[config.mk]
export PLATFORM = sky130hd
export DESIGN_NAME = substring_match_counter_unit
export DESIGN_NICKNAME = d
export VERILOG_FILES = /design/src/rtl/smc_pkg.sv /design/src/rtl/substring_match_counter_unit.sv /design/src/rtl/smc_cfg.sv /design/src/rtl/smc_match.sv /design/src/rtl/smc_tally.sv
export SDC_FILE = /design/constraint.sdc
export NUM_CORES = 2
export LEC_CHECK = 0
export BUFFER_PORTS_ARGS = -buffer_cell sky130_fd_sc_hd__buf_2
export CORE_ASPECT_RATIO = 1.1
export CORE_MARGIN = 2
export CORE_UTILIZATION = 55
export CTS_BUF_LIST = sky130_fd_sc_hd__clkbuf_8
export DETAILED_ROUTE_END_ITERATION = 8
export GPL_TIMING_DRIVEN = 1
export PLACE_DENSITY = 0.72
export SYNTH_ARGS = -nofsm -noshare
export SYNTH_HDL_FRONTEND = slang
export SYNTH_SLANG_ARGS = --single-unit
[constraint.sdc]
create_clock -name i_clk -period 11.4 [get_ports i_clk]
set_input_delay 1.71 -clock i_clk [delete_from_list [all_inputs] [get_ports i_clk]]
set_output_delay 1.71 -clock i_clk [all_outputs]
set_load 0.03 [all_outputs]
[src/rtl/smc_pkg.sv]
`default_nettype none
// ----------------------------------------------------------------------------
// smc_pkg
// Shared types, constants and helpers of the substring match counter.
// ----------------------------------------------------------------------------
package smc_pkg;

    localparam int PATTERN_MAX  = 32;                  // pattern bytes, window depth
    localparam int HIST_DEPTH   = PATTERN_MAX - 1;     // stored bytes before the newest
    localparam int WIN_IDX_BITS = $clog2(PATTERN_MAX);
    localparam int LEN_BITS     = 6;
    localparam int POS_BITS     = 32;
    localparam int COUNT_BITS   = 32;
    localparam int OFFSET_BITS  = 32;
    localparam int FIRST_BITS   = 34;
    localparam int WORD_BITS    = 64;
    localparam int CFG_IDX_BITS = 3;

    typedef enum logic [CFG_IDX_BITS-1:0] {
        CFG_PATTERN_LENGTH = 3'd0,
        CFG_PATTERN_WORD_0 = 3'd1,
        CFG_PATTERN_WORD_1 = 3'd2,
        CFG_PATTERN_WORD_2 = 3'd3,
        CFG_PATTERN_WORD_3 = 3'd4,
        CFG_START_OFFSET   = 3'd5
    } t_cfg_idx;

    typedef struct packed {
        logic [LEN_BITS-1:0]            len;      // effective length, 1..PATTERN_MAX
        logic [PATTERN_MAX-1:0][7:0]    pattern;  // byte 0 in element 0
        logic [OFFSET_BITS-1:0]         offset;
    } t_cfg;

    typedef struct packed {
        logic adv;    // the held beat is consumed this cycle
        logic last;   // that beat closes the region
    } t_step;

    typedef struct packed {
        logic [FIRST_BITS-1:0] first_position;
        logic [COUNT_BITS-1:0] match_count;
    } t_result;

    // Zero length reads as one, anything above the window as the window.
    function automatic logic [LEN_BITS-1:0] eff_len(input logic [LEN_BITS-1:0] raw);
        logic [LEN_BITS-1:0] res;
        if (raw == '0) begin
            res = LEN_BITS'(1);
        end else if (raw > LEN_BITS'(PATTERN_MAX)) begin
            res = LEN_BITS'(PATTERN_MAX);
        end else begin
            res = raw;
        end
        return res;
    endfunction

endpackage
`default_nettype wire

[src/rtl/substring_match_counter_unit.sv]
`default_nettype none
// ----------------------------------------------------------------------------
// substring_match_counter_unit
// Counts overlapping occurrences of a 1..32 byte pattern in a byte stream.
// ----------------------------------------------------------------------------
// Usage:
//   Input channel carries one text byte per beat (i_text_byte) with
//   i_end_of_text marking the last byte of a region. Output channel carries
//   one beat per region: the offset-adjusted start of the first match (all
//   ones if none) and the saturating count of overlapping matches.
//   Configure pattern length, four pattern words and the start offset
//   through the write port while the block is idle.
// Timing:
//   A byte is registered on acceptance and compared against the 32-byte
//   window in the following cycle; a region's result is registered as its
//   last byte leaves the input register. One byte per cycle is sustained,
//   bar a closing byte held by the stall; the window compare sets the limit.
// Stall:
//   While a result is held under i_out_stall, bytes without the end mark
//   keep flowing; a closing byte waits in the input register and the input
//   channel stalls until the output register frees up.
// Reset:
//   Synchronous, active low. Clears the handshakes, counters and config
//   (length 1, pattern and offset zero).
// ----------------------------------------------------------------------------
module substring_match_counter_unit
    import smc_pkg::*;
(
    input  wire logic                    i_clk,
    input  wire logic                    i_rst_n,
    // input channel
    input  wire logic                    i_in_valid,
    output logic                         o_in_stall,
    input  wire logic [7:0]              i_text_byte,
    input  wire logic                    i_end_of_text,
    // output channel
    output logic                         o_out_valid,
    input  wire logic                    i_out_stall,
    output logic signed [FIRST_BITS-1:0] o_first_position,
    output logic [COUNT_BITS-1:0]        o_match_count,
    // config write port
    input  wire logic                    i_cfg_we,
    input  wire logic [CFG_IDX_BITS-1:0] i_cfg_index,
    input  wire logic [WORD_BITS-1:0]    i_cfg_data
);

    t_cfg    w_cfg;
    t_step   w_step;
    t_result w_result;
    logic    w_hit;
    logic    w_out_free;
    logic    w_emit;

    // input register
    logic       r_in_valid;
    logic [7:0] r_in_byte;
    logic       r_in_last;

    // result register
    logic       r_out_valid;
    t_result    r_out;

    smc_cfg u_cfg (
        .i_clk       (i_clk),
        .i_rst_n     (i_rst_n),
        .i_cfg_we    (i_cfg_we),
        .i_cfg_index (i_cfg_index),
        .i_cfg_data  (i_cfg_data),
        .o_cfg       (w_cfg)
    );

    // output register is free if empty or being drained this cycle
    assign w_out_free  = !r_out_valid || !i_out_stall;
    // only a closing beat needs room at the output
    assign w_step.adv  = r_in_valid && (!r_in_last || w_out_free);
    assign w_step.last = r_in_last;
    assign w_emit      = w_step.adv && r_in_last;
    assign o_in_stall  = r_in_valid && !w_step.adv;

    always_ff @(posedge i_clk) begin
        if (!i_rst_n) begin
            r_in_valid <= 1'b0;
        end else if (i_in_valid && !o_in_stall) begin
            r_in_valid <= 1'b1;
        end else if (w_step.adv) begin
            r_in_valid <= 1'b0;
        end
    end

    always_ff @(posedge i_clk) begin
        if (i_in_valid && !o_in_stall) begin
            r_in_byte <= i_text_byte;
            r_in_last <= i_end_of_text;
        end
    end

    smc_match u_match (
        .i_clk  (i_clk),
        .i_step (w_step),
        .i_byte (r_in_byte),
        .i_cfg  (w_cfg),
        .o_hit  (w_hit)
    );

    smc_tally u_tally (
        .i_clk    (i_clk),
        .i_rst_n  (i_rst_n),
        .i_step   (w_step),
        .i_hit    (w_hit),
        .i_cfg    (w_cfg),
        .o_result (w_result)
    );

    always_ff @(posedge i_clk) begin
        if (!i_rst_n) begin
            r_out_valid <= 1'b0;
        end else if (w_emit) begin
            r_out_valid <= 1'b1;
        end else if (!i_out_stall) begin
            r_out_valid <= 1'b0;
        end
    end

    always_ff @(posedge i_clk) begin
        if (w_emit) begin
            r_out <= w_result;
        end
    end

    assign o_out_valid      = r_out_valid;
    assign o_first_position = signed'(r_out.first_position);
    assign o_match_count    = r_out.match_count;

`ifndef SYNTHESIS
    // input side only stalls when a beat is already held
    a_stall_needs_held: assert property (@(posedge i_clk) disable iff (!i_rst_n)
        o_in_stall |-> r_in_valid)
        else $error("input stalled with empty input register");

    // a new result beat comes only from a closing byte
    a_result_from_last: assert property (@(posedge i_clk) disable iff (!i_rst_n)
        $rose(o_out_valid) |-> $past(w_emit))
        else $error("result beat without a closing byte");

    // no match means no first position
    a_none_means_neg: assert property (@(posedge i_clk) disable iff (!i_rst_n)
        (o_out_valid && o_match_count == '0) |-> (o_first_position == '1))
        else $error("first position set with zero matches");

    // a closing byte waits while the output is held
    a_last_waits: assert property (@(posedge i_clk) disable iff (!i_rst_n)
        (r_in_valid && r_in_last && r_out_valid && i_out_stall) |=> r_in_valid)
        else $error("closing byte dropped while output stalled");
`endif

endmodule
`default_nettype wire

[src/rtl/smc_cfg.sv]
`default_nettype none
// ----------------------------------------------------------------------------
// smc_cfg
// Configuration register file: pattern length, pattern words, start offset.
// ----------------------------------------------------------------------------
module smc_cfg
    import smc_pkg::*;
(
    input  wire logic                    i_clk,
    input  wire logic                    i_rst_n,
    input  wire logic                    i_cfg_we,
    input  wire logic [CFG_IDX_BITS-1:0] i_cfg_index,
    input  wire logic [WORD_BITS-1:0]    i_cfg_data,
    output t_cfg                         o_cfg
);

    logic [LEN_BITS-1:0]    r_len;
    logic [WORD_BITS-1:0]   r_word0;
    logic [WORD_BITS-1:0]   r_word1;
    logic [WORD_BITS-1:0]   r_word2;
    logic [WORD_BITS-1:0]   r_word3;
    logic [OFFSET_BITS-1:0] r_offset;

    // length is stored already clamped
    always_ff @(posedge i_clk) begin
        if (!i_rst_n) begin
            r_len    <= LEN_BITS'(1);
            r_word0  <= '0;
            r_word1  <= '0;
            r_word2  <= '0;
            r_word3  <= '0;
            r_offset <= '0;
        end else if (i_cfg_we) begin
            unique case (t_cfg_idx'(i_cfg_index))
                CFG_PATTERN_LENGTH: r_len    <= eff_len(i_cfg_data[LEN_BITS-1:0]);
                CFG_PATTERN_WORD_0: r_word0  <= i_cfg_data;
                CFG_PATTERN_WORD_1: r_word1  <= i_cfg_data;
                CFG_PATTERN_WORD_2: r_word2  <= i_cfg_data;
                CFG_PATTERN_WORD_3: r_word3  <= i_cfg_data;
                CFG_START_OFFSET:   r_offset <= i_cfg_data[OFFSET_BITS-1:0];
                default: ;
            endcase
        end
    end

    assign o_cfg.len     = r_len;
    assign o_cfg.pattern = {r_word3, r_word2, r_word1, r_word0};
    assign o_cfg.offset  = r_offset;

endmodule
`default_nettype wire

[src/rtl/smc_match.sv]
`default_nettype none
// ----------------------------------------------------------------------------
// smc_match
// Byte history and parallel window compare against the configured pattern.
// ----------------------------------------------------------------------------
module smc_match
    import smc_pkg::*;
(
    input  wire logic       i_clk,
    input  wire t_step      i_step,
    input  wire logic [7:0] i_byte,
    input  wire t_cfg       i_cfg,
    output logic            o_hit
);

    // r_hist[0] is the byte one beat ago; no reset, the tally gates on bytes seen
    logic [HIST_DEPTH-1:0][7:0]  r_hist;
    logic [PATTERN_MAX-1:0][7:0] w_win;
    logic [PATTERN_MAX-1:0]      w_ok;

    always_ff @(posedge i_clk) begin
        if (i_step.adv) begin
            r_hist <= {r_hist[HIST_DEPTH-2:0], i_byte};
        end
    end

    assign w_win = {r_hist, i_byte};

    // pattern byte k lines up with the byte (len-1-k) beats ago
    always_comb begin
        logic [LEN_BITS-1:0] ago;
        for (int k = 0; k < PATTERN_MAX; k++) begin
            ago = i_cfg.len - LEN_BITS'(k) - LEN_BITS'(1);
            if (LEN_BITS'(k) < i_cfg.len) begin
                w_ok[k] = (w_win[ago[WIN_IDX_BITS-1:0]] == i_cfg.pattern[k]);
            end else begin
                w_ok[k] = 1'b1;
            end
        end
    end

    assign o_hit = &w_ok;

endmodule
`default_nettype wire

[src/rtl/smc_tally.sv]
`default_nettype none
// ----------------------------------------------------------------------------
// smc_tally
// Per-region counters: bytes seen, match count, first match start.
// ----------------------------------------------------------------------------
module smc_tally
    import smc_pkg::*;
(
    input  wire logic  i_clk,
    input  wire logic  i_rst_n,
    input  wire t_step i_step,
    input  wire logic  i_hit,
    input  wire t_cfg  i_cfg,
    output t_result    o_result
);

    logic [POS_BITS-1:0]   r_seen;
    logic [COUNT_BITS-1:0] r_total;
    logic [POS_BITS-1:0]   r_start;
    logic                  r_found;

    logic [POS_BITS-1:0]   n_seen;
    logic [COUNT_BITS-1:0] n_total;
    logic [POS_BITS-1:0]   n_start;
    logic                  n_found;
    logic                  w_match;
    logic [POS_BITS-1:0]   w_len;
    logic [OFFSET_BITS:0]  w_sum;

    assign w_len   = POS_BITS'(i_cfg.len);
    assign n_seen  = (r_seen == '1) ? r_seen : r_seen + POS_BITS'(1);
    // the whole match must lie inside the region
    assign w_match = i_hit && (n_seen >= w_len);
    assign n_found = r_found | w_match;
    assign n_start = (!r_found && w_match) ? n_seen - w_len : r_start;
    assign n_total = (w_match && r_total != '1) ? r_total + COUNT_BITS'(1) : r_total;

    always_ff @(posedge i_clk) begin
        if (!i_rst_n || (i_step.adv && i_step.last)) begin
            r_seen  <= '0;
            r_total <= '0;
            r_start <= '0;
            r_found <= 1'b0;
        end else if (i_step.adv) begin
            r_seen  <= n_seen;
            r_total <= n_total;
            r_start <= n_start;
            r_found <= n_found;
        end
    end

    assign w_sum = {1'b0, i_cfg.offset} + (OFFSET_BITS + 1)'(n_start);
    assign o_result.first_position = n_found ? FIRST_BITS'(w_sum) : '1;
    assign o_result.match_count    = n_total;

endmodule
`default_nettype wire
Word-level counts from Yosys, hierarchy flattened
Index checks and enable logic that the tools add are counted.
{"block": "totals", "register_bits": 716, "inputBits": 81, "output_inout_bits": 68, "elab_cells": 354}
{"block": "classes", "addsub": 66, "magnitude_cmp": 66, "eq_ne": 40, "muxes": 106, "n_bitwise": 1, "reduce_logical": 27}
{"op": "$bmux 8 s5", "count": 32}
{"op": "$eq 8x8->1", "count": 32}
{"op": "$mux 8", "count": 32}
{"op": "$lt 5x6->1 const B", "count": 32}
{"op": "$sub 5x1->5 const B", "count": 32}
{"op": "$lt 5x6->1 const A", "count": 16}
{"op": "$mux 32", "count": 3}
{"op": "$sub 5x5->5 const B", "count": 16}
{"op": "$add 32x1->32 const B", "count": 2}
{"op": "$lt 4x6->1 const A", "count": 8}
{"op": "$sub 5x4->5 const B", "count": 8}
{"op": "$mux 1", "count": 36}
{"op": "$mux 34", "count": 1}
{"op": "$add 32x32->33", "count": 1}
{"op": "$eq 32x32->1 const B", "count": 1}
{"op": "$ge 32x6->1", "count": 1}
{"op": "$ne 32x32->1 const B", "count": 1}
{"op": "$reduce_and 32->1", "count": 1}
{"op": "$sub 32x6->32", "count": 1}
{"op": "$lt 3x6->1 const A", "count": 4}
{"op": "$sub 5x3->5 const B", "count": 4}
{"op": "$lt 1x6->1 const A", "count": 2}
{"op": "$lt 2x6->1 const A", "count": 2}
{"op": "$mux 6", "count": 2}
{"op": "other kinds (14)", "count": 36}

Longest topological paths before layout
{"block": "logic_depth", "ltp_word": 12, "depth_mapped": 44, "ltp_nobuf": 37}

Modules after synthesis
A second synthesis with hierarchy kept.
{"block": "hier_totals", "hier_cells": 5517, "hier_area_um2": 55869.8}
{"module": "smc_match", "instances": 1, "cells_each": 2989, "area_each_um2": 33948.8, "seq_area_each_um2": 7447.1}
{"module": "smc_cfg", "instances": 1, "cells_each": 1229, "area_each_um2": 10493.8, "seq_area_each_um2": 5885.6}
{"module": "smc_tally", "instances": 1, "cells_each": 1213, "area_each_um2": 9080.0, "seq_area_each_um2": 1941.9}
{"module": "substring_match_counter_unit", "instances": 1, "cells_each": 86, "area_each_um2": 2347.3, "seq_area_each_um2": 2292.2}

Least setup slack after synthesis
OpenSTA, ideal clock, no wires.
{"block": "synth_path", "path_type": "input -> register", "start": "input port i_out_stall", "end": "register u_tally.r_total[28]", "setup_time_ns": 0.101, "t_arrival_ns": 10.067, "required_time_ns": 11.299, "setup_slack_ns": 1.233, "stages": 7, "n_path_buf": 2, "cell_sequence": "nand3_1 -> nand2_1 -> inv_1 -> clkbuf_1 -> buf_1 -> nand4_1 -> mux2i_1"}
{"element": "start: declaration", "line": "substring_match_counter_unit.sv:38", "source": "input wire logic i_out_stall,"}
{"element": "end signal: assignment", "line": "smc_tally.sv:46", "source": "r_total <= n_total;"}
{"element": "end: declaration", "line": "smc_tally.sv:18", "source": "logic [COUNT_BITS-1:0] r_total;"}

Final worst setup path
{"block": "layout_path", "start": "register u_cfg.r_len[2]", "end": "register r_out (netlist bit o_first_position[30]), data pin"}
{"block": "layout_between", "elab_chain_len": 11, "word_cells_on_any_way": 230}
{"element": "start: declaration", "line": "smc_cfg.sv:17", "source": "logic [LEN_BITS-1:0] r_len;"}
{"element": "start signal: assignment", "line": "smc_cfg.sv:35", "source": "CFG_PATTERN_LENGTH: r_len <= eff_len(i_cfg_data[LEN_BITS-1:0]);"}
{"element": "$sub 5x1->5, or another cell as far along", "line": "smc_match.sv:33", "source": "ago = i_cfg.len - LEN_BITS'(k) - LEN_BITS'(1);"}
{"element": "$sub 5x1->5", "line": "smc_match.sv:33"}
{"element": "$bmux 8 s5", "line": "smc_match.sv:35", "source": "w_ok[k] = (w_win[ago[WIN_IDX_BITS-1:0]] == i_cfg.pattern[k]);"}
{"element": "$mux 8 (implied by the code)", "line": "smc_match.sv:35"}
{"element": "$eq 8x8->1", "line": "smc_match.sv:35"}
{"element": "$mux 1", "line": "smc_match.sv:34", "source": "if (LEN_BITS'(k) < i_cfg.len) begin"}
{"element": "$reduce_and 32->1", "line": "smc_match.sv:42", "source": "assign o_hit = &w_ok;"}
{"element": "$logic_and 1x1->1", "line": "smc_tally.sv:33", "source": "assign w_match = i_hit && (n_seen >= w_len);"}
{"element": "$logic_and 1x1->1", "line": "smc_tally.sv:35", "source": "assign n_start = (!r_found && w_match) ? n_seen - w_len : r_start;"}
{"element": "$mux 32 *", "line": "smc_tally.sv:35"}
{"element": "named net u_tally.n_start[6]", "line": "smc_tally.sv:24", "source": "logic [POS_BITS-1:0] n_start;"}
{"element": "$add 32x32->33 *", "line": "smc_tally.sv:52", "source": "assign w_sum = {1'b0, i_cfg.offset} + (OFFSET_BITS + 1)'(n_start);"}
{"element": "end signal: assignment", "line": "substring_match_counter_unit.sv:126", "source": "r_out <= w_result;"}
{"element": "end: declaration", "line": "substring_match_counter_unit.sv:61", "source": "t_result r_out;"}
The timed path passes the listed nets; every way through them passes the cells marked *. The select of a mux whose other input is x is not followed.
A chain may end at the register's enable or synchronous reset.

==> flow_summary.toml <==
[run_status]
outcome = "finished, final reports clean"

[layout]
syn_to_final_growth_pct = 8.07
nNetsFinal = 5528
final_cell_mix = "nand2_1 (930), mux4_2 (525), mux2i_1 (463)"
stdcell_count = 6877
num-fill-cells = 8546
multi_input_comb_area_sq_um = 37300
design_area_sq_um = 61200
regArea_sq_um = 17600
drive_above_1_share = 0.207
final_common_cell = "nand2_1"
post-route-util = 0.599

[worst_hold_path]
hold_class = "reg2reg"

[floorplanning]
chipHeight_microns = 341
dieArea_sq_um = 106000
core.rowCount = 123
start_util = 0.555
io_pins = 149
die_x_microns = 310
core-area_sq_um = 102000

[routing]
vias_per_cell = 7.11
wl_per_cell_microns = 32.6
routed_wl_microns = 224000
drtIter0Drc = 7533
drtPass1Iterations = 8
drc = 0
ant_nets = 0
via_count = 48900

[timing]
relSlewSlack = 0.147
timing.fmax_mhz = 93.3
holdWs_ns = 0.459
min_period_over_period = 0.940
worstMarginPinSlew_ns = 1.27
fin_skew_ns = 0.0903
drv_slew = 0
finalSetupViolCount = 0
rsz0062_at_grt = "no"
period_needed_ns = 10.71
hold_violations = 0
fin_setup_tns_ns = 0
setup_slack_ns = 0.686

[logic_synthesis]
ys_top_cells_by_area = "mux4_2 (21%), edfxtp_1 (17%), dfxtp_1 (14%), mux2i_1 (8.2%), nand2_1 (6.2%)"
yosysTopAreaCell = "mux4_2"
synthArstFlopShare = 0
synth-seq-cells = 716
ys.flop_type = "dfxtp_1"
yosysSeqAreaShare = 0.310
synth_cells = 5394
syn_area_sq_um = 56700
yosys_warnings = 0
synth.top_cell.area_share = 0.209
synth_cell_type_count = 89
synth-edff-count = 323
syn_nets = 5530
syn_area_per_cell_sq_um = 10.5

[setup_path]
cp_common_cell = "a21oi_1"
crit_required_ns = 11.96
critPathArrivalTime_ns = 11.28
cp-end-kind = "flop"
cp_slowest_stage_delay_ns = 0.91
path_max_fanout = 26
worst_path_max_delay_cell = "a21oi_1"
start_kind = "flop"
critical_path_class = "reg2reg"

[place]
place_inst = 6645
place_ws_ns = 1.24
dp_hpwl_microns = 165000
placed_cell_area_sq_um = 58600
gp_congestion = 1.13
numPortBuffers = 148

[global_route]
track_usage = 0.420
antenna_found_initial = 8
grt_pass1_vias = 45200
grt_pass1_wl_microns = 322000
grt-ovfl-total = 0
grt_max_degree = 132

[clocking]
clk_pin_slew_ns = 0.07
cts_setup_buffers = 0
ctsResizeCount = 0
cts_root_buf = "clkbuf_8"
hold_buffers = 0
h-tree-depth = 3
clkSinkCount = 716
numCtsBuffers = 120
clk_latency_ns = 0.87
cts_tree = "yes"
clockBufferDepth = 3

[pwr]
power_leakage_nw = 21.7
power_mw = 6.90
p_per_area_nw_per_um2 = 113
irDropWorstVdd_v = 0.000107

[flow_run]
drv_cap = 0
-- Yosys cell counts, types with 44 or more instances --
| master | n |
|---|---|
| nand2_1 | 932 |
| mux4_2 | 525 |
| mux2i_1 | 463 |
| dfxtp_1 | 393 |
| xnor2_1 | 388 |
| edfxtp_1 | 323 |
| a21boi_0 | 299 |
| clkbuf_1 | 190 |
| xor2_1 | 177 |
| nor2_1 | 167 |
| a21oi_1 | 121 |
| buf_2 | 109 |
| nand4_1 | 89 |
| mux2_2 | 79 |
| o21ai_0 | 79 |
| nand3_1 | 78 |
| nor3_1 | 66 |
| o22ai_1 | 59 |
| nand2b_1 | 54 |
| nor4_1 | 54 |
| a211oi_1 | 53 |
| and3_1 | 53 |
| ha_1 | 53 |
| buf_1 | 52 |
| nor2b_1 | 51 |
| inv_1 | 44 |
-- routing by layer --
layer / up-vias / part of all wire / global-route usage
li1: 20300 / - / -
met1: 23900 / 0.36 / 0.545
met2: 3799 / 0.41 / 0.589
met3: 818 / 0.14 / 0.129
met4: 4 / 0.091 / 0.308
met5: - / 0.000098 / 0
-- cell type report --
| class | instances | area share |
|---|---|---|
| multi-input cells | 4225 | 0.608 |
| clock buffers | 138 | 0.0310 |
| inverters | 48 | 0.00311 |
| well taps | 1375 | 0.0281 |
| clock inverters | 87 | 0.0121 |
| flip-flops and latches | 716 | 0.287 |
| diodes | 7 | 0.000286 |
| repair buffers | 281 | 0.0299 |
-- kinds of logic after synthesis --
| kind of cell | count (synthesis) | synth area share |
|---|---|---|
| mux | 1091 | 0.311 |
| simple gates | 1642 | 0.131 |
| xor+xnor | 574 | 0.0899 |
| fa+ha+maj | 55 | 0.0124 |
| flops | 716 | 0.310 |
| compound gates | 863 | 0.108 |
| buf+inv | 453 | 0.0378 |
-- path summary, 6_finish.rpt --
path                                          from              endpoint  slack [ns]  depth (start not counted)
worst max-delay path                u_cfg.r_len[2]  o_first_position[30]        0.69                         31
worst max register to register      u_cfg.r_len[2]  o_first_position[30]        0.69                         31
worst min-delay path            u_tally.r_start[2]    u_tally.r_start[2]        0.46                          2
worst min register to register  u_tally.r_start[2]    u_tally.r_start[2]        0.46                          2
-- where the power goes --
group	switching (mW)	internal, mW	total (mW)
Clock	1.19	1.39	2.58
Sequential	0.126	2.75	2.88
Combinational	0.868	0.570	1.44
-- sequential cells by signal, summed over array words and instances, names as in the netlist, 6 cells and up --
register and cells:
r_in_byte 8, u_cfg.r_word2 64, u_cfg.r_word0 64, u_tally.r_seen 32, u_cfg.r_offset 32, u_tally.r_total 32
u_tally.r_start 32, u_cfg.r_word3 64, u_cfg.r_word1 64, u_cfg.r_len 6, u_match.r_hist 248, o_first_position 34
o_match_count 32
-- critical path: cells and delay by family, from the launching register on --
family	cells	cell delay [ns]
muxes	2	0.88
DFF	1	0.35
buffers and inverters	4	1.35
xor gates and xnor gates	3	0.81
adders and majority gates	2	1.20
AOI/OAI and AO/OA	15	5.09
and+or+nand+nor	5	0.68
No activity file was read; power rests on OpenSTA's default activity.
